<file path="src/rtl/tcw_pkg.sv">
package tcw_pkg;

	localparam int CMD_W  = 3;
	localparam int CHAR_W = 8;
	localparam int HEX_W  = 32;
	localparam int IDX_W  = 11;
	localparam int CELL_W = 16;
	localparam int OCOL_W = 7;
	localparam int OROW_W = 5;
	localparam int ATTR_W = 8;
	localparam int NIB_W  = 4;
	localparam int STEP_W = 4;

	localparam int COLUMNS_DEF = 80;
	localparam int ROWS_DEF    = 25;
	localparam int QUEUE_DEPTH = 4;

	localparam logic [ATTR_W-1:0] ATTR_RESET = 8'h0F;

	localparam logic [CMD_W-1:0] CMD_PUT_CHAR = 3'd0;
	localparam logic [CMD_W-1:0] CMD_PUT_BYTE = 3'd1;
	localparam logic [CMD_W-1:0] CMD_PUT_WORD = 3'd2;
	localparam logic [CMD_W-1:0] CMD_CLEAR    = 3'd3;
	localparam logic [CMD_W-1:0] CMD_READ     = 3'd4;

	localparam logic [CHAR_W-1:0] CH_NUL   = 8'h00;
	localparam logic [CHAR_W-1:0] CH_BS    = 8'h08;
	localparam logic [CHAR_W-1:0] CH_TAB   = 8'h09;
	localparam logic [CHAR_W-1:0] CH_LF    = 8'h0A;
	localparam logic [CHAR_W-1:0] CH_CR    = 8'h0D;
	localparam logic [CHAR_W-1:0] CH_SPACE = 8'h20;
	localparam logic [CHAR_W-1:0] CH_ZERO  = 8'h30;
	localparam logic [CHAR_W-1:0] CH_UPA   = 8'h41;
	localparam logic [CHAR_W-1:0] CH_X     = 8'h78;

	localparam int TAB_STEP = 8;

	localparam logic [STEP_W-1:0] STEP_PREFIX_0 = 4'd0;
	localparam logic [STEP_W-1:0] STEP_PREFIX_X = 4'd1;
	localparam logic [STEP_W-1:0] LAST_STEP_ONE  = 4'd0;
	localparam logic [STEP_W-1:0] LAST_STEP_BYTE = 4'd3;
	localparam logic [STEP_W-1:0] LAST_STEP_WORD = 4'd9;

	typedef enum logic [1:0] {
		OP_CHAR,
		OP_CLEAR,
		OP_READ,
		OP_NOP
	} op_kind_t;

	typedef struct packed {
		op_kind_t            kind;
		logic                last;
		logic [CHAR_W-1:0]   code;
		logic [IDX_W-1:0]    index;
	} op_t;

	function automatic logic [CHAR_W-1:0] hex_char(input logic [NIB_W-1:0] nib);
		logic [CHAR_W-1:0] ext;
		ext = {{(CHAR_W-NIB_W){1'b0}}, nib};
		if (nib < 4'd10) begin
			return CH_ZERO + ext;
		end
		return CH_UPA + ext - 8'd10;
	endfunction

endpackage

</file>
<file path="src/rtl/tcw_req_if.sv">
interface tcw_req_if import tcw_pkg::*; ();
	logic              valid;
	logic              ready;
	logic [CMD_W-1:0]  command;
	logic [CHAR_W-1:0] char_code;
	logic [HEX_W-1:0]  hex_value;
	logic [IDX_W-1:0]  cell_index;

	modport source (output valid, command, char_code, hex_value, cell_index, input ready);
	modport sink (input valid, command, char_code, hex_value, cell_index, output ready);
endinterface

</file>
<file path="src/rtl/tcw_front.sv">
module tcw_front import tcw_pkg::*; (
	input  logic      clk,
	input  logic      arst_n,
	input  logic      run,
	tcw_req_if.sink   req,
	output logic      push,
	output op_t       push_op,
	input  logic      full
);

	logic              pend_q;
	logic [CMD_W-1:0]  cmd_q;
	logic [CHAR_W-1:0] code_q;
	logic [IDX_W-1:0]  idx_q;
	logic [HEX_W-1:0]  val_q;
	logic [STEP_W-1:0] step_q;
	logic [STEP_W-1:0] last_step_q;

	assign req.ready = run && !pend_q;
	assign push      = pend_q && !full;

	always_comb begin
		push_op.index = idx_q;
		push_op.code  = code_q;
		push_op.last  = (step_q == last_step_q);
		case (cmd_q)
			CMD_PUT_CHAR: begin
				push_op.kind = OP_CHAR;
			end
			CMD_PUT_BYTE, CMD_PUT_WORD: begin
				push_op.kind = OP_CHAR;
				if (step_q == STEP_PREFIX_0) begin
					push_op.code = CH_ZERO;
				end else if (step_q == STEP_PREFIX_X) begin
					push_op.code = CH_X;
				end else begin
					push_op.code = hex_char(val_q[HEX_W-1 -: NIB_W]);
				end
			end
			CMD_CLEAR: begin
				push_op.kind = OP_CLEAR;
			end
			CMD_READ: begin
				push_op.kind = OP_READ;
			end
			default: begin
				push_op.kind = OP_NOP;
			end
		endcase
	end

	always_ff @(posedge clk or negedge arst_n) begin
		if (!arst_n) begin
			pend_q <= 1'b0;
		end else if (req.valid && req.ready) begin
			pend_q      <= 1'b1;
			cmd_q       <= req.command;
			code_q      <= req.char_code;
			idx_q       <= req.cell_index;
			step_q      <= '0;
			if (req.command == CMD_PUT_BYTE) begin
				val_q       <= {req.hex_value[CHAR_W-1:0], {(HEX_W-CHAR_W){1'b0}}};
				last_step_q <= LAST_STEP_BYTE;
			end else if (req.command == CMD_PUT_WORD) begin
				val_q       <= req.hex_value;
				last_step_q <= LAST_STEP_WORD;
			end else begin
				val_q       <= req.hex_value;
				last_step_q <= LAST_STEP_ONE;
			end
		end else if (push) begin
			if (push_op.last) begin
				pend_q <= 1'b0;
			end else begin
				step_q <= step_q + 1'b1;
				if (step_q > STEP_PREFIX_X) begin
					val_q <= {val_q[HEX_W-NIB_W-1:0], {NIB_W{1'b0}}};
				end
			end
		end
	end

endmodule

</file>
<file path="src/flat_wrapper.sv">
// flat-port wrapper written by rule: the top's interface ports become plain ports
module tcw_front_flat import tcw_pkg::*;
  (clk, arst_n, run, push, push_op, full, req_valid, req_command, req_char_code, req_hex_value, req_cell_index, req_ready);
  tcw_req_if req_i ();
  input  logic clk;
  input  logic arst_n;
  input  logic run;
  output logic push;
  output op_t push_op;
  input  logic full;
  input wire logic [$bits(req_i.valid)-1:0] req_valid;
  input wire logic [$bits(req_i.command)-1:0] req_command;
  input wire logic [$bits(req_i.char_code)-1:0] req_char_code;
  input wire logic [$bits(req_i.hex_value)-1:0] req_hex_value;
  input wire logic [$bits(req_i.cell_index)-1:0] req_cell_index;
  output wire logic [$bits(req_i.ready)-1:0] req_ready;
  assign req_i.valid = req_valid;
  assign req_i.command = req_command;
  assign req_i.char_code = req_char_code;
  assign req_i.hex_value = req_hex_value;
  assign req_i.cell_index = req_cell_index;
  assign req_ready = req_i.ready;
  tcw_front u_core (.clk(clk), .arst_n(arst_n), .run(run), .req(req_i), .push(push), .push_op(push_op), .full(full));
endmodule
</file>
<file path="config.mk">
export PLATFORM = sky130hd
export DESIGN_NAME = tcw_front_flat
export DESIGN_NICKNAME = d
export VERILOG_FILES = /design/src/rtl/tcw_pkg.sv /design/src/rtl/tcw_req_if.sv /design/src/rtl/tcw_front.sv /design/src/flat_wrapper.sv
export SDC_FILE = /design/constraint.sdc
export NUM_CORES = 1
export LEC_CHECK = 0
export ABC_CLOCK_PERIOD_IN_PS = 3370
export BUFFER_PORTS_ARGS = -buffer_cell sky130_fd_sc_hd__buf_2
export CAP_MARGIN = 20
export CORE_MARGIN = 5
export CORE_UTILIZATION = 35
export DETAILED_ROUTE_END_ITERATION = 10
export GPL_ROUTABILITY_DRIVEN = 0
export PLACE_DENSITY_LB_ADDON = 0.25
export SKIP_LAST_GASP = 1
export SYNTH_ARGS = -nofsm -noshare
export SYNTH_HDL_FRONTEND = slang
export SYNTH_SLANG_ARGS = --single-unit
</file>
<file path="constraint.sdc">
create_clock -name clk -period 3.37 [get_ports clk]
set_input_delay 0.5055 -clock clk [delete_from_list [all_inputs] [get_ports clk]]
set_output_delay 0.5055 -clock clk [all_outputs]
set_load 0.01 [all_outputs]
</file>
* Word-level counts from Yosys, hierarchy flattened *
Index checks and enable logic that the tools add are counted.

storage, ports and cells
  register bits after elaboration = 63
  input port bits = 59

cells by class
  add/sub/neg operators = 4
  order comparisons = 2
  eq/ne operators = 9
  multiplexer cells = 21
  reductions and logical operators = 15

operators by type and width
  kind                                                                              count
  32-bit 2-to-1 mux                                                                 5
  8-bit 2-to-1 mux                                                                  5
  4-bit 2-to-1 mux                                                                  3
  3-bit by 2-bit == test with 1-bit output (second input constant)                  3
  7-bit by 4-bit adder with 8-bit output (first input constant)                     1
  8-bit by 4-bit subtractor with 8-bit output (second input constant)               1
  6-bit by 4-bit adder with 7-bit output (first input constant)                     1
  1-bit 2-to-1 mux                                                                  7
  3-bit by 1-bit == test with 1-bit output (second input constant)                  2
  2-bit case mux with 3 select lines                                                1
  2-bit nonzero test                                                                3
  4-bit by 1-bit adder with 4-bit output (second input constant)                    1
  4-bit by 1-bit == test with 1-bit output (second input constant)                  1
  4-bit == test                                                                     1
  4-bit by 1-bit greater-than comparator with 1-bit output (second input constant)  1
  4-bit logical NOT                                                                 1
  4-bit < comparator (second input constant)                                        1
  2-bit AND reduction                                                               2
  4-bit AND reduction                                                               1
  3-bit == test (second input constant)                                             1
  1-bit logical AND                                                                 3
  3-bit logical NOT                                                                 1
  3-bit OR reduction                                                                1
  1-bit logical NOT                                                                 2
  other kinds (2)                                                                   2

* Longest topological paths before layout *
  depth in word-level cells = 9
  mapped depth = 6
  gate-level depth less buffers = 6

* Worst setup path after synthesis *
No wires, ideal clock.

  path type = input port to flip-flop
  start point = in full
  end point = reg u_core.val_q[0] (enable)
  library setup time = 428 ps
  arrival time = 2563 ps
  path slack = 379 ps
  stages on the path = 3
  path buffers = 0
  path through = nor2b_1 -> o41ai_2 -> o21bai_1

on the way
  cells in the longest elaborated chain, start to end = 4

RTL lines
  element                        line                RTL
  start: declaration             flat_wrapper.sv:10  input logic full;
  1-bit logical NOT              tcw_front.sv:20     assign push = pend_q && !full;
  1-bit logical AND              tcw_front.sv:20
  2-bit nonzero test (no line)   -
  4-bit AND reduction (no line)  -
  end signal: assignment         tcw_front.sv:62     val_q <= {req.hex_value[CHAR_W-1:0], {(HEX_W-CHAR_W){1'b0}}};
  end signal: assignment         tcw_front.sv:65     val_q <= req.hex_value;
  end signal: assignment         tcw_front.sv:68     val_q <= req.hex_value;
  end: declaration               tcw_front.sv:15     logic [HEX_W-1:0] val_q;

Every way passes these cells.
A chain may end at the register's enable or synchronous reset.

==> impl_metrics.toml <==
[detailed_routing]
first_iter_violations = 107
drc = 0
via_per_inst = 4.74
via_count = 1836
dr.pass1.iters = 5
drt-total-wl_um = 5750
drtAntennaViolNets = 0
post_drt_wl_per_cell_um = 14.9

[layout]
num-fill-cells = 710
final_core_util_pct = 45.5
seq_area_um2 = 1860
multiInputGateArea_um2 = 820
synthToLayoutAreaGrowth_pct = 27.9
nets = 344
num_antenna_cells = 0
drive_gt1_share_pct = 37.2

[die]
rows = 32
die-area_um2 = 9640
die_w_um = 98.2
die_height_um = 98.2
start_util_pct = 35.6
fp.coreArea_um2 = 7650
pin_count = 83

[synthesis]
synth_area_leader_cell = "edfxtp_1"
yosysUniqueCellTypes = 34
synth_warnings = 0
synth_edf_count = 61
mappedNetlistArea_um2 = 2720
synth-seq-area-share_pct = 68.2
synth.net_count = 256
synth.area.top_cells = "edfxtp_1 67%, a22o_1 6.4%, mux2i_1 2.9%"
yosysMostFrequentCell = "edfxtp_1"
yosys_most_used_dff = "edfxtp_1"
synthTopCellsByCount = "61 x edfxtp_1, 20 x a22o_1, 12 x nor2_1"
yosysTopAreaCellShare_pct = 67.3
avgSynthCellArea_um2 = 14.2
syn_inst = 192
synthArstFlopShare_pct = 1.61
ys_seq_elements = 62

[hold_path]
min_from = "req_cell_index[0]"
whs_path_depth = 1
worstHoldEndpoint = "u_core.idx_q[0]"
hold_class = "in2reg"

[cts]
htree_levels = 3
clk_latency_ps = 340
clock_path_buffers = 2
cts.sinks = 62
root_buffer = "clkbuf_8"
cts_resized = 0
tritoncts = "yes"
clk_pin_slew_worst_paths_ps = 70
numCtsBuffers = 9

[global_routing]
grt_pass1_vias = 1901
grt_pass1_wl_um = 9360
grt-ovfl-total = 0
grt_max_degree = 33
grt_antenna_before_repair = 0
track_usage_pct = 12.6

[timing]
worstMarginPinSlew_ps = 903
finalMaxSlewViolations = 0
rsz0062_at_grt = "no"
fin_crit_sh_pct = 74.9
tns_ps = 0
fin_worst_skew_ps = 8.00
fin_crit_ps = 2520
setup_viol = 0
hold_viol = 0
fmax_ghz = 0.396
relSlewSlack_pct = 39.6

[run]
cap_violations = 0

[power_and_ir_drop]
p_leak_nw = 1.38
ir_drop_mv = 0.283
power_density_nw_per_um2 = 613

[worst_setup_path]
worstSetupPathType = "reg2out"
critPathArrivalTime_ps = 2020
timing.rr.end = "u_core.val_q[13]"
cp.required_ps = 2860
reg2reg_from = "u_core.step_q[0]"
cpPeakStageDelay_ps = 470
cp_max_fo = 7
crit_path_end_kind = "output port"
cpMaxStageDelayCell = "edfxtp_1"
start_kind = "flip-flop"
rr_worst_depth = 4
path_cells = "inv_1 -> ha_1 -> o21a_1 -> a2111oi_0 -> a21o_1 -> buf_2"
rrSetupSlack_ps = 1210

[placement]
io_buffers = 82
dp.final_hpwl_um = 4010

[outcome]
status = "finished clean"
==> final cells by class <==
cell class                 count  share of cell area, %
multi-input combinational    115                   23.5
sequential                    62                   53.3
clock buffer                   9                   3.56
clock inverter                 7                   2.55
timing repair buffer          86                   12.7
inverter                       6                  0.647
tap                          102                   3.67
==> cell families (layout without fill, tap and decap cells) <==
logic type	count (synthesis)	in the layout	synth area share (%)
fa+ha+maj	6	6	2.67
buf+inv	15	108	2.30
simple gates	45	45	8.46
compound gates	50	50	13.5
mux	8	8	2.94
xor+xnor	6	6	1.93
flops	62	62	68.2
==> report_power, final <==
part,leakage (nW),internal [mW],switching (mW)
combinational,0.705,0.165,0.217
clock,0.103,0.411,0.295
sequential,0.575,0.996,0.0511
total,1.38,1.57,0.562
==> cells in the final DEF (no fill, tap or decap), types with 2 or more instances in the layout <==
cell type   netlist  layout
a21oi_1          11      11
nand3_1           3       3
buf_2             5      82
and2_1            6       6
xor2_1            5       5
buf_4             0       3
clkinvlp_4        0       2
o21ai_0           7       7
nand2b_1          2       2
bufinv_16         0       2
nand2_1          10      10
clkinv_2          0       2
edfxtp_1         61      61
inv_1             6       6
a221oi_1          2       2
a22o_1           20      20
clkbuf_8          0       9
mux2i_1           8       8
ha_1              5       5
nor2_1           12      12
nor2b_1           3       3
a21o_1            4       4
o31ai_1           2       2
==> sequential cells by signal, indices dropped and copies added (netlist names) <==
signal and count:
u_core.code_q 8, u_core.last_step_q 3, u_core.idx_q 11, u_core.cmd_q 3, u_core.pend_q 1, u_core.step_q 4, u_core.val_q 32
==> how the worst max path moves through the flow <==
stage,startpoint,end,slack (ps),cells past startpoint
final,u_core.step_q[0],push_op[12],850,6
after CTS,u_core.step_q[0],push_op[12],820,6
after floorplan,full,u_core.val_q[0],380,3
after global routing,u_core.step_q[0],push_op[12],650,6
after detailed placement,full,u_core.val_q[8],1120,4
after global placement,full,u_core.val_q[12],1140,4
==> what timing repair did <==
item	CTS	global route
hold buffers	1	0
setup buffers	0	0
endpoints found under the hold margin	1	0
==> metrics by stage <==
step	instance area [um^2]	total power, mW	hold slack (ps)	cells	setup slack (ps)
2_1_floorplan	2720	1.32	210	192	379
3_3_place_gp	3260	1.44	340	370	1140
3_5_place_dp	3260	1.45	340	370	1120
4_1_cts	3480	2.17	312	387	824
5_1_grt	3480	2.26	306	387	654
6_report	3480	2.13	336	387	846
==> layer usage <==
metal | track usage, % | share of wire (%) | up-vias
met4 | 5.67 | 1.2 | 0
met2 | 19.1 | 47 | 56
met5 | 0 | 0 | -
met3 | 5.29 | 6.6 | 7
met1 | 15.9 | 45 | 861
li1 | - | - | 912
==> worst max-delay path, delay by kind of cell, from the launching register on <==
kind	cells	cell delay, ps
AOI/OAI and AO/OA	3	760
buffers and inverters	2	220
DFF	1	470
adders and majority gates	1	240
(Power assumes the default switching activity.)
