`src/rtl/tcw_pkg.sv`:
```
package tcw_pkg;

	localparam int CMD_W  = 3;
	localparam int CHAR_W = 8;
	localparam int HEX_W  = 32;
	localparam int IDX_W  = 11;
	localparam int CELL_W = 16;
	localparam int OCOL_W = 7;
	localparam int OROW_W = 5;
	localparam int ATTR_W = 8;
	localparam int NIB_W  = 4;
	localparam int STEP_W = 4;

	localparam int COLUMNS_DEF = 80;
	localparam int ROWS_DEF    = 25;
	localparam int QUEUE_DEPTH = 4;

	localparam logic [ATTR_W-1:0] ATTR_RESET = 8'h0F;

	localparam logic [CMD_W-1:0] CMD_PUT_CHAR = 3'd0;
	localparam logic [CMD_W-1:0] CMD_PUT_BYTE = 3'd1;
	localparam logic [CMD_W-1:0] CMD_PUT_WORD = 3'd2;
	localparam logic [CMD_W-1:0] CMD_CLEAR    = 3'd3;
	localparam logic [CMD_W-1:0] CMD_READ     = 3'd4;

	localparam logic [CHAR_W-1:0] CH_NUL   = 8'h00;
	localparam logic [CHAR_W-1:0] CH_BS    = 8'h08;
	localparam logic [CHAR_W-1:0] CH_TAB   = 8'h09;
	localparam logic [CHAR_W-1:0] CH_LF    = 8'h0A;
	localparam logic [CHAR_W-1:0] CH_CR    = 8'h0D;
	localparam logic [CHAR_W-1:0] CH_SPACE = 8'h20;
	localparam logic [CHAR_W-1:0] CH_ZERO  = 8'h30;
	localparam logic [CHAR_W-1:0] CH_UPA   = 8'h41;
	localparam logic [CHAR_W-1:0] CH_X     = 8'h78;

	localparam int TAB_STEP = 8;

	localparam logic [STEP_W-1:0] STEP_PREFIX_0 = 4'd0;
	localparam logic [STEP_W-1:0] STEP_PREFIX_X = 4'd1;
	localparam logic [STEP_W-1:0] LAST_STEP_ONE  = 4'd0;
	localparam logic [STEP_W-1:0] LAST_STEP_BYTE = 4'd3;
	localparam logic [STEP_W-1:0] LAST_STEP_WORD = 4'd9;

	typedef enum logic [1:0] {
		OP_CHAR,
		OP_CLEAR,
		OP_READ,
		OP_NOP
	} op_kind_t;

	typedef struct packed {
		op_kind_t            kind;
		logic                last;
		logic [CHAR_W-1:0]   code;
		logic [IDX_W-1:0]    index;
	} op_t;

	function automatic logic [CHAR_W-1:0] hex_char(input logic [NIB_W-1:0] nib);
		logic [CHAR_W-1:0] ext;
		ext = {{(CHAR_W-NIB_W){1'b0}}, nib};
		if (nib < 4'd10) begin
			return CH_ZERO + ext;
		end
		return CH_UPA + ext - 8'd10;
	endfunction

endpackage

```
`src/rtl/tcw_queue.sv`:
```
module tcw_queue import tcw_pkg::*; (
	input  logic clk,
	input  logic arst_n,
	input  logic push,
	input  op_t  push_op,
	output logic full,
	input  logic pop,
	output logic empty,
	output op_t  pop_op
);

	localparam int PTR_W = $clog2(QUEUE_DEPTH);
	localparam int CNT_W = $clog2(QUEUE_DEPTH + 1);

	op_t              slot_q [QUEUE_DEPTH];
	logic [PTR_W-1:0] wr_ptr_q;
	logic [PTR_W-1:0] rd_ptr_q;
	logic [CNT_W-1:0] count_q;

	assign full   = (count_q == CNT_W'(QUEUE_DEPTH));
	assign empty  = (count_q == '0);
	assign pop_op = slot_q[rd_ptr_q];

	always_ff @(posedge clk) begin
		if (push) begin
			slot_q[wr_ptr_q] <= push_op;
		end
	end

	always_ff @(posedge clk or negedge arst_n) begin
		if (!arst_n) begin
			wr_ptr_q <= '0;
			rd_ptr_q <= '0;
			count_q  <= '0;
		end else begin
			if (push) begin
				wr_ptr_q <= (wr_ptr_q == PTR_W'(QUEUE_DEPTH - 1)) ? '0 : wr_ptr_q + 1'b1;
			end
			if (pop) begin
				rd_ptr_q <= (rd_ptr_q == PTR_W'(QUEUE_DEPTH - 1)) ? '0 : rd_ptr_q + 1'b1;
			end
			if (push && !pop) begin
				count_q <= count_q + 1'b1;
			end else if (pop && !push) begin
				count_q <= count_q - 1'b1;
			end
		end
	end

	assert property (@(posedge clk) disable iff (!arst_n) push |-> !full)
		else $error("push into full queue");
	assert property (@(posedge clk) disable iff (!arst_n) pop |-> !empty)
		else $error("pop from empty queue");
	assert property (@(posedge clk) disable iff (!arst_n) count_q <= CNT_W'(QUEUE_DEPTH))
		else $error("queue count overflow");

endmodule

```
`config.mk`:
```
export PLATFORM = sky130hd
export DESIGN_NAME = tcw_queue
export DESIGN_NICKNAME = d
export VERILOG_FILES = /design/src/rtl/tcw_pkg.sv /design/src/rtl/tcw_queue.sv
export SDC_FILE = /design/constraint.sdc
export NUM_CORES = 1
export LEC_CHECK = 0
export BUFFER_PORTS_ARGS = -buffer_cell sky130_fd_sc_hd__buf_2
export CAP_MARGIN = 10
export CORE_MARGIN = 5
export CORE_UTILIZATION = 51
export CTS_BUF_LIST = sky130_fd_sc_hd__clkbuf_8 sky130_fd_sc_hd__clkbuf_16
export DETAILED_ROUTE_END_ITERATION = 12
export PLACE_DENSITY = 0.75
export SKIP_CTS_REPAIR_TIMING = 1
export SLEW_MARGIN = 15
export SYNTH_ARGS = -nofsm -noshare
export SYNTH_HDL_FRONTEND = slang
export SYNTH_SLANG_ARGS = --single-unit
```
`constraint.sdc`:
```
create_clock -name clk -period 1.6 [get_ports clk]
set_input_delay 0 -clock clk [delete_from_list [all_inputs] [get_ports clk]]
set_output_delay 0 -clock clk [all_outputs]
set_load 0.1 [all_outputs]
```
After elaboration in Yosys (flattened, before gate mapping)
Memory sizes are Yosys's and may differ from the RTL's.
Index checks and enable logic that the tools add are counted.
{"block": "op_classes", "addsub": 4, "n_eq_ne": 3, "muxes": 6, "n_reduce_logical": 6}
{"operator": "3-bit two-way mux", "count": 2}
{"operator": "2-bit by 1-bit adder with 2-bit output, second input constant", "count": 2}
{"operator": "2-bit equality test, second input constant", "count": 2}
{"operator": "2-bit two-way mux", "count": 2}
{"operator": "3-bit by 1-bit adder with 3-bit output, second input constant", "count": 1}
{"operator": "3-bit equality test, second input constant", "count": 1}
{"operator": "3-bit zero test", "count": 1}
{"operator": "3-bit by 1-bit subtractor with 3-bit output, second input constant", "count": 1}
{"operator": "1-bit logical AND", "count": 2}
{"operator": "1-bit zero test", "count": 2}
{"operator": "1-bit two-way mux", "count": 2}
{"operator": "2-bit nonzero test", "count": 1}
{"block": "totals", "ff_bits": 7, "ram_bits": 88, "in_bits": 26, "out_inout_bits": 24, "word_cells": 23, "n_memories": 1}
{"memory": "slot_q", "depth": 4, "word_bits": 22, "read_ports": 1, "rd_clocked_by_memory_dff": 0, "write_ports": 1, "line": "tcw_queue.sv:15", "rtl": "op_t slot_q [QUEUE_DEPTH];"}

Logic depth before layout (Yosys ltp)
Gate-level depths: netlist of run 1.
{"block": "depth", "depth_word": 4, "depth_mapped": 7, "mapped_depth_nobuf": 7}

Least setup slack after synthesis of run 1
No wires, ideal clock.
{"block": "synth_timing", "kind": "flip-flop to output port", "from": "register count_q[0]", "to": "output full", "t_arrival_ps": 2653, "t_required_ps": 1600, "path_slack_ps": -1053, "stages_incl_launch_ff": 2, "n_path_buf": 0, "cell_sequence": "dfrtp_1 > nor3b_1"}
{"block": "synth_via", "elab_chain_cells": 1}
{"element": "from (decl)", "line": "tcw_queue.sv:18", "rtl": "logic [CNT_W-1:0] count_q;"}
{"element": "from (signal assigned)", "line": "tcw_queue.sv:43", "rtl": "count_q <= count_q + 1'b1;"}
{"element": "from (signal assigned)", "line": "tcw_queue.sv:45", "rtl": "count_q <= count_q - 1'b1;"}
{"element": "3-bit equality test", "line": "tcw_queue.sv:20", "rtl": "assign full = (count_q == CNT_W'(QUEUE_DEPTH));"}
{"element": "to (decl)", "line": "tcw_queue.sv:6", "rtl": "output logic full,"}
Every way passes these cells.

==> out/results.txt, run 1 <==
outcome -> finished, violations left
failing checks -> setup timing
Iter 0 DRT Violations -> 80
adder-cell share of the synthesized area -> 0.02622
Worst-path clk slew -> 90 ps
largest family of logic cells by synthesized area -> multiplexers
vias -> 1727
Slew Viols, Final -> 0
IO Port Bufs -> 49
Syn Inst Count -> 152
ANT nets after route -> 0
CTS tree -> built
synth-to-layout area growth -> 28.84%
area share of and/or/nand/nor cells after synthesis -> 0.01483
ant diodes -> 0
Layout Nets -> 277
wire length on met1 -> 2737 um
Clock Tree Buf Depth -> 2
htree depth -> 3
Mapped Nets -> 185
top sig layer -> met4
most frequent cells in the layout -> 88 x edfxtp_1, 27 x buf_2, 25 x dlygate4sd3_1, 22 x mux4_2, 18 x buf_6
Post-Route WL -> 6117 um
WL per Instance -> 17.73 um
Remaining DRCs -> 0
Distinct cells, synth -> 20
Setup Skew -> 7.212 ps
Core Region -> 0.006869 mm2
Initial Util -> 0.5281
Worst Max-Slew Pin Slew -> 490.5 ps
cell row count -> 30
WP data arrival -> 1720 ps
Pre-antenna DRT Iters -> 4
clk root buf -> clkbuf_8
XOR/XNOR Fraction of Synth Area -> 0.007244
metal2 WL -> 3028 um
total track usage -> 0.1403
first-pass GRT wire length -> 9004 um
maxcap violations -> 0
most common cell after layout, fill and taps aside -> edfxtp_1
mux cell area share after synthesis -> 0.1501
share of layout cells above drive strength 1 -> 0.4217
clock latency at the later pin of the worst-skew pair -> 350 ps
die width -> 94.34 um
Syn. warnings -> 0
grt ovf -> 0
Post-Syn Area -> 0.003627 mm2
CTS buffer count -> 9
vias per cell -> 5.006
post-route setup slack -> -120.9 ps
Yosys reg bits -> 95
WS Path Type -> reg -> out
CP required -> 1600 ps
initial antenna violation count -> 0
RSZ-0062 raised after global routing -> yes
met3 routed WL -> 314 um
Die Span Y -> 94.34 um
post-DP HPWL -> 3883 um
Hold Violations, Final -> 0
Final period util -> 1.076
post-layout min period -> 1721 ps
register area share after synthesis -> 0.7768
Worst Setup End Kind -> output port
die area -> 0.008899 mm2
worst hold path class -> in -> async
clk sinks -> 95
compound-gate portion of the synthesized area -> 0.002760
IO Count -> 50
crit path max fanout -> 11
fmax -> 581.1 MHz
Place WS -> 145.5 ps
via count of the first global-routing pass -> 1736
relative slew slack -> 0.6752
GPL Wtd Cong -> 0.7385
Mean Syn Cell Area -> 23.86 um2
Critical Path Source Type -> register
final count of negative-setup-slack endpoints -> 22
hold_ws -> 19.18 ps
pin count of the biggest net entering global routing -> 25
path summary, 6_finish.rpt:
kind / from / slack, ps / depth (start not counted) / endpoint
hold reg to reg: count_q[2] / 510 / 1 / count_q[2]
setup / recovery: rd_ptr_q[0] / -120 / 3 / pop_op[0]
setup reg to reg: count_q[0] / 190 / 4 / count_q[2]
hold / removal: arst_n / 20 / 2 / count_q[2]
max in group asynchronous: arst_n / 1400 / 2 / rd_ptr_q[0]
min in group clk: push_op[10] / 390 / 2 / slot_q[0][10]
layout make-up:
| cell class | count | area [um2] |
|---|---|---|
| flip-flops and latches | 95 | 2819 |
| fillers | 432 | 2196 |
| repair buffers | 86 | 780.7 |
| multi-input cells | 47 | 724.4 |
| clock buffers | 9 | 123.9 |
| well taps | 96 | 120.1 |
| clock inverters | 7 | 86.33 |
| inverters | 5 | 18.77 |
synthesized netlist by cell type:
cell | number | area (um2)
edfxtp_1 | 88 | 2643
mux4_2 | 18 | 405.4
dfrtp_1 | 7 | 175.2
ha_1 | 6 | 75.07
inv_1 | 5 | 18.77
and2_1 | 4 | 25.02
mux4_1 | 4 | 105.1
mux2_2 | 3 | 33.78
buf_12 | 2 | 40.04
buf_2 | 2 | 10.01
nor2_1 | 2 | 7.510
o21ai_0 | 2 | 10.01
xor2_1 | 2 | 17.52
buf_6 | 1 | 11.26
fa_1 | 1 | 20.02
nand2_1 | 1 | 3.750
nand3_1 | 1 | 5.000
nor3_1 | 1 | 5.000
nor3b_1 | 1 | 7.510
xnor2_1 | 1 | 8.760
layer usage:
| layer | global-route usage | up-vias |
|---|---|---|
| met5 | 0 | - |
| met4 | 0.05415 | 0 |
| met3 | 0.03825 | 4 |
| met2 | 0.2187 | 48 |
| met1 | 0.1905 | 872 |
| li1 | - | 803 |
critical path: stages, from the launching register on:
cell and delay (ps):
dfrtp_2 460, buf_8 180, mux4_2 530, buf_6 200
per-stage QoR:
step           utilization  setup TNS [ps]  instance area (um2)  std cells
6_report            0.6803           -2265                 4673        345
5_1_grt             0.6803           -3784                 4673        345
4_1_cts             0.6182           -4722                 4247        319
3_5_place_dp        0.5876               0                 4036        303
3_3_place_gp        0.5876               0                 4036        303
2_1_floorplan            -          -146.7                 3637        152
cells by family (layout without fill, tap and decap cells):
group | Yosys count | count (layout)
DFF | 95 | 95
muxes | 25 | 25
and+or+nand+nor | 10 | 10
buffers and inverters | 10 | 107
adders and majority gates | 7 | 7
xor gates and xnor gates | 3 | 3
AOI/OAI and AO/OA | 2 | 2
state kept, by name, summed over array words and instances, names as in the netlist:
signal	flops
rd_ptr_q	2
wr_ptr_q	2
slot_q	88
count_q	3
Power of run 1 is left out: the tool's default activity adds up to more than one toggle a clock period on the data nets, which glitch-free logic cannot reach.
==> run 2: changes to the inputs <==
--- a/config.mk
+++ b/config.mk
@@ -11,7 +11,7 @@
 export CORE_UTILIZATION = 51
 export CTS_BUF_LIST = sky130_fd_sc_hd__clkbuf_8 sky130_fd_sc_hd__clkbuf_16
 export DETAILED_ROUTE_END_ITERATION = 12
-export PLACE_DENSITY = 0.75
+export PLACE_DENSITY = 0.85
 export SKIP_CTS_REPAIR_TIMING = 1
 export SLEW_MARGIN = 15
 export SYNTH_ARGS = -nofsm -noshare
==> constraint.sdc (replaced) <==
create_clock -name clk -period 1.6 [get_ports clk]
set_input_delay 0.16 -clock clk [delete_from_list [all_inputs] [get_ports clk]]
set_output_delay 0.16 -clock clk [all_outputs]
set_load 0.1 [all_outputs]
==> run 2 against run 1 <==
Against the previous run: the flow still finishes with violations (setup timing); maximum frequency fell by 8.1%; non-clock buffer count fell by 19; count of clock-buffer cells in the layout did not move; core utilization rose by 0.40 points; design area rose by 0.59%; sequential share of layout area fell by 0.35 points; critical path depth did not move; wire length fell by 6.0%; first-iteration DRC count rose by 10%; worst hold slack improved by 1.7 ps; largest cell class unchanged.
==> out/results.txt, run 2 (synthesis gave the netlist of run 1 again) <==
CTS buffer count -> 9 (unchanged)
Layout Cells excl Fill -> 326 (was 345)
vias -> 1632 (was 1727)
first-pass GRT wire length -> 9135 um (was 9004 um)
RSZ-0062 raised after global routing -> yes (unchanged)
CP required -> 1440 ps (was 1600 ps)
IO Count -> 50 (unchanged)
Initial Util -> 0.5281 (unchanged)
largest reg by FF count -> slot_q (unchanged)
clk sinks -> 95 (unchanged)
design area -> 0.004701 mm2 (was 0.004673 mm2)
CP max-delay cell -> mux4_2 (unchanged)
WP data arrival -> 1710 ps (was 1720 ps)
ANT nets after route -> 0 (unchanged)
ant diodes -> 0 (unchanged)
slowest stage delay, CP -> 560 ps (was 530 ps)
most common cell after layout, fill and taps aside -> edfxtp_1 (unchanged)
number of flip-flops in the largest register -> 88 (unchanged)
crit path max fanout -> 15 (was 11)
worst hold path class -> in -> reg (was in -> async)
post-DP HPWL -> 3880 um (was 3883 um)
biggest regs -> slot_q x88, count_q x3 (unchanged)
Final period util -> 1.170 (was 1.076)
Core Region -> 0.006869 mm2 (unchanged)
clock latency at the later pin of the worst-skew pair -> 350 ps (about the same)
Setup Skew -> 6.075 ps (was 7.212 ps)
busiest grt layer -> met2 (unchanged)
Clock Tree Buf Depth -> 2 (unchanged)
outcome -> finished, violations left (unchanged)
Post-Place Cells -> 302 (was 303)
die area -> 0.008899 mm2 (unchanged)
IO Port Bufs -> 49 (unchanged)
Post-Route WL -> 5749 um (was 6117 um)
Iter 0 DRT Violations -> 88 (was 80)
Worst Max-Slew Pin Slew -> 278.4 ps (was 490.5 ps)
via count of the first global-routing pass -> 1799 (was 1736)
maxcap violations -> 0 (unchanged)
die width -> 94.34 um (unchanged)
relative slew slack -> 0.8159 (was 0.6752)
share of layout cells above drive strength 1 -> 0.4435 (was 0.4217)
WS Path Type -> reg -> out (unchanged)
GPL Wtd Cong -> 0.6969 (was 0.7385)
post-route setup slack -> -272.0 ps (was -120.9 ps)
final count of negative-setup-slack endpoints -> 22 (unchanged)
vias per cell -> 5.006 (about the same)
Die Span Y -> 94.34 um (unchanged)
CP cell instances -> buf_12, mux4_2, buf_12 (was buf_8, mux4_2, buf_6)
fmax -> 534.2 MHz (was 581.1 MHz)
synth-to-layout area growth -> 29.60% (was 28.84%)
initial antenna violation count -> 0 (unchanged)
Hold Violations, Final -> 0 (unchanged)
met3 Use GR -> 0.05179 (was 0.03825)
met2 Use GR -> 0.2317 (was 0.2187)
Critical Path Source Type -> register (unchanged)
DP Area -> 0.004395 mm2 (was 0.004036 mm2)
Worst Setup End Kind -> output port (unchanged)
cell row count -> 30 (unchanged)
post-layout min period -> 1872 ps (was 1721 ps)
Layout Nets -> 258 (was 277)
top cell family by delay on the critical path -> multiplexers (unchanged)
htree depth -> 3 (unchanged)
Remaining DRCs -> 0 (unchanged)
total track usage -> 0.1427 (was 0.1403)
met1 usage in global routing -> 0.1797 (was 0.1905)
hold_ws -> 20.92 ps (was 19.18 ps)
Pre-antenna DRT Iters -> 4 (unchanged)
CTS tree -> built (unchanged)
Worst-path clk slew -> 90 ps (about the same)
Crit path top cell by count -> buf_12
Bufs and invs on worst path -> 2 (unchanged)
most frequent cells in the layout -> 88 x edfxtp_1, 27 x buf_12, 25 x buf_2, 22 x mux4_2, 9 x clkbuf_8 (was 88 x edfxtp_1, 27 x buf_2, 25 x dlygate4sd3_1, 22 x mux4_2, 18 x buf_6)
failing checks -> setup timing (unchanged)
clk root buf -> clkbuf_8 (unchanged)
pin count of the biggest net entering global routing -> 23 (was 25)
WL per Instance -> 17.63 um (was 17.73 um)
grt ovf -> 0 (unchanged)
Slew Viols, Final -> 0 (unchanged)
## run 2: cell count changes in the layout (fill, tap and decap cells not counted), moves of 2 or more
cell | before | now
buf_6 | 18 | 0
buf_2 | 27 | 25
dlygate4sd3_1 | 25 | 8
buf_12 | 2 | 27
buf_8 | 4 | 0
inv_8 | 2 | 0
buf_4 | 9 | 7
## run 2: layout make-up
type | instances | area (um2)
fillers | 428 | 2168
clock buffers | 9 | 123.9
multi-input cells | 47 | 724.4
flip-flops and latches | 95 | 2819
well taps | 96 | 120.1
inverters | 5 | 18.77
clock inverters | 7 | 96.34
repair buffers | 67 | 798.3
## run 2: final timing paths
| kind | cells past startpoint | startpoint | endpoint | slack, ps |
|---|---|---|---|---|
| worst min register to register | 1 | count_q[2] | count_q[2] | 530 |
| worst min-delay path | 1 | push_op[13] | slot_q[0][13] | 20 |
| min in group asynchronous | 2 | arst_n | count_q[2] | 160 |
| worst max register to register | 4 | count_q[0] | count_q[2] | 180 |
| worst max-delay path | 3 | rd_ptr_q[0] | pop_op[20] | -270 |
| max in group asynchronous | 2 | arst_n | rd_ptr_q[0] | 1260 |
## run 2: metrics by stage
| step | setup TNS (ps) | setup WS, ps | utilization |
|---|---|---|---|
| final | -5292 | -272.0 | 0.6843 |
| after global routing | -6981 | -350.6 | 0.6843 |
| after CTS | -6215 | -310.0 | 0.6719 |
| after floorplan | -466.7 | -237.1 | - |
| after global placement | 0 | 105.5 | 0.6399 |
| after detailed placement | 0 | 87.55 | 0.6399 |
## run 2: metal layers
layer / vias up / routed length [um]
li1: 764 / -
met2: 46 / 2841
met4: 0 / 63
met5: - / 0
met1: 815 / 2534
met3: 7 / 310
Power of run 2 is left out for the same reason.
==> run 3: changes to the inputs <==
--- a/config.mk
+++ b/config.mk
@@ -11,6 +11,7 @@
 export CORE_UTILIZATION = 51
 export CTS_BUF_LIST = sky130_fd_sc_hd__clkbuf_8 sky130_fd_sc_hd__clkbuf_16
 export DETAILED_ROUTE_END_ITERATION = 12
+export GPL_TIMING_DRIVEN = 0
 export PLACE_DENSITY = 0.85
 export SKIP_CTS_REPAIR_TIMING = 1
 export SLEW_MARGIN = 15
==> run 3 against run 2 <==
Against the previous run: worst setup slack worse by 65 ps; design area down 5.2%; count of clock-buffer cells in the layout unchanged; largest cell class unchanged; global-route usage down 0.22 points; via count up 1.8%; register-to-register slack worse by 60 ps; clock skew up 1.0 ps; sequential share of layout area up 3.3 points; worst hold slack better by 5.2 ps; the run still ends with setup timing left; core utilization down 3.6 points; first-iteration DRC count down 36%.
==> out/results.txt, run 3 (synthesis gave the netlist of run 1 again) <==
CP cell instances -> buf_12, buf_12, mux4_2, buf_12 (was buf_12, mux4_2, buf_12)
fmax -> 516.4 MHz (was 534.2 MHz)
fin util -> 0.6486 (was 0.6843)
largest reg by FF count -> slot_q (unchanged)
most common cell after layout, fill and taps aside -> edfxtp_1 (unchanged)
Die Span Y -> 94.34 um (unchanged)
IO Count -> 50 (unchanged)
post-route setup slack -> -336.6 ps (was -272.0 ps)
share of layout cells above drive strength 1 -> 0.4709 (was 0.4435)
IO Port Bufs -> 49 (unchanged)
Hold Violations, Final -> 0 (unchanged)
Critical Path Source Type -> register (unchanged)
clock latency at the later pin of the worst-skew pair -> 350 ps (about the same)
WP data arrival -> 1780 ps (was 1710 ps)
failing checks -> setup timing (unchanged)
first-pass GRT wire length -> 9108 um (was 9135 um)
WL per Instance -> 18.92 um (was 17.63 um)
Initial Util -> 0.5281 (unchanged)
GPL Wtd Cong -> 0.6461 (was 0.6969)
ANT nets after route -> 0 (unchanged)
vias per cell -> 5.207 (was 5.006)
Clock Tree Buf Depth -> 2 (unchanged)
RSZ-0062 raised after global routing -> yes (unchanged)
top cell family by delay on the critical path -> multiplexers (unchanged)
Post-Place Cells -> 297 (was 302)
Worst-path clk slew -> 80 ps (was 90 ps)
met3 routed WL -> 373 um (was 310 um)
final count of negative-setup-slack endpoints -> 22 (unchanged)
metal2 WL -> 3059 um (was 2841 um)
post-DP HPWL -> 3798 um (was 3880 um)
Crit path top cell by count -> buf_12 (unchanged)
Post-Route WL -> 6036 um (was 5749 um)
Layout Nets -> 251 (was 258)
synth-to-layout area growth -> 22.84% (was 29.60%)
CP required -> 1440 ps (about the same)
Worst Setup End Kind -> output port (unchanged)
Final period util -> 1.210 (was 1.170)
total track usage -> 0.1405 (was 0.1427)
Core Region -> 0.006869 mm2 (unchanged)
clk sinks -> 95 (unchanged)
most frequent cells in the layout -> 88 x edfxtp_1, 26 x buf_2, 22 x mux4_2, 17 x buf_6, 9 x clkbuf_8 (was 88 x edfxtp_1, 27 x buf_12, 25 x buf_2, 22 x mux4_2, 9 x clkbuf_8)
vias -> 1661 (was 1632)
number of flip-flops in the largest register -> 88 (unchanged)
slowest stage delay, CP -> 540 ps (was 560 ps)
WS Path Type -> reg -> out (unchanged)
initial antenna violation count -> 0 (unchanged)
maxcap violations -> 0 (unchanged)
post-layout min period -> 1937 ps (was 1872 ps)
Layout Cells excl Fill -> 319 (was 326)
via count of the first global-routing pass -> 1796 (was 1799)
CP max-delay cell -> mux4_2 (unchanged)
Worst Max-Slew Pin Slew -> 599.1 ps (was 278.4 ps)
cell row count -> 30 (unchanged)
wire length on met1 -> 2530 um (was 2534 um)
Iter 0 DRT Violations -> 56 (was 88)
pin count of the biggest net entering global routing -> 23 (unchanged)
biggest regs -> slot_q x88, count_q x3 (unchanged)
htree depth -> 3 (unchanged)
Remaining DRCs -> 0 (unchanged)
outcome -> finished, violations left (unchanged)
clk root buf -> clkbuf_8 (unchanged)
crit path max fanout -> 8 (was 15)
Bufs and invs on worst path -> 3 (was 2)
top sig layer -> met4 (unchanged)
die area -> 0.008899 mm2 (unchanged)
CTS tree -> built (unchanged)
die width -> 94.34 um (unchanged)
Pre-antenna DRT Iters -> 4 (unchanged)
CTS buffer count -> 9 (unchanged)
grt ovf -> 0 (unchanged)
Setup Skew -> 7.117 ps (was 6.075 ps)
ant diodes -> 0 (unchanged)
worst hold path class -> in -> reg (unchanged)
relative slew slack -> 0.6006 (was 0.8159)
Slew Viols, Final -> 0 (unchanged)
-- run 3: cell types whose count changed in the layout (fill, tap and decap cells not counted), moves of 4 or more --
| cell | delta |
|---|---|
| and2_1 | -4 |
| buf_12 | -21 |
| buf_4 | -4 |
| buf_6 | +17 |
| dlygate4sd3_1 | -7 |
-- run 3: stage by stage --
stage          setup WS (ps)  hold slack [ps]  TNS [ps]  instance area, um2
2_1_floorplan         -237.1           -135.6    -466.7                3622
6_report              -336.6            26.10     -6797                4456
5_1_grt               -403.4            3.769     -8297                4456
3_5_place_dp          -381.4            16.84    -30630                3988
3_3_place_gp          -340.2            2.398    -26310                3988
4_1_cts               -467.0           -364.6    -40130                4175
-- run 3: path summary, 6_finish.rpt --
kind	depth (start not counted)	to	startpoint	slack, ps
max in group asynchronous	2	rd_ptr_q[1]	arst_n	1230
min	1	slot_q[2][5]	push_op[5]	30
max reg2reg	2	slot_q[3][17]	wr_ptr_q[0]	120
min reg2reg	1	count_q[2]	count_q[2]	510
min in group asynchronous	2	count_q[2]	arst_n	180
max	4	pop_op[5]	rd_ptr_q[0]	-340
-- run 3: per-layer routing --
layer,track usage,vias to the layer above
li1,-,751
met1,0.1812,854
met2,0.2299,47
met3,0.03745,9
met4,0.05415,0
met5,0,-
-- run 3: cell type report --
| cell class | count | area [um2] |
|---|---|---|
| Buffer | 5 | 72.57 |
| Clock buffer | 9 | 123.9 |
| Clock inverter | 7 | 63.81 |
| Fill cell | 475 | 2414 |
| Inverter | 5 | 18.77 |
| Multi-Input combinational cell | 47 | 733.2 |
| Sequential cell | 95 | 2819 |
| Tap cell | 96 | 120.1 |
| Timing Repair Buffer | 55 | 504.2 |
Power of run 3 is left out for the same reason.
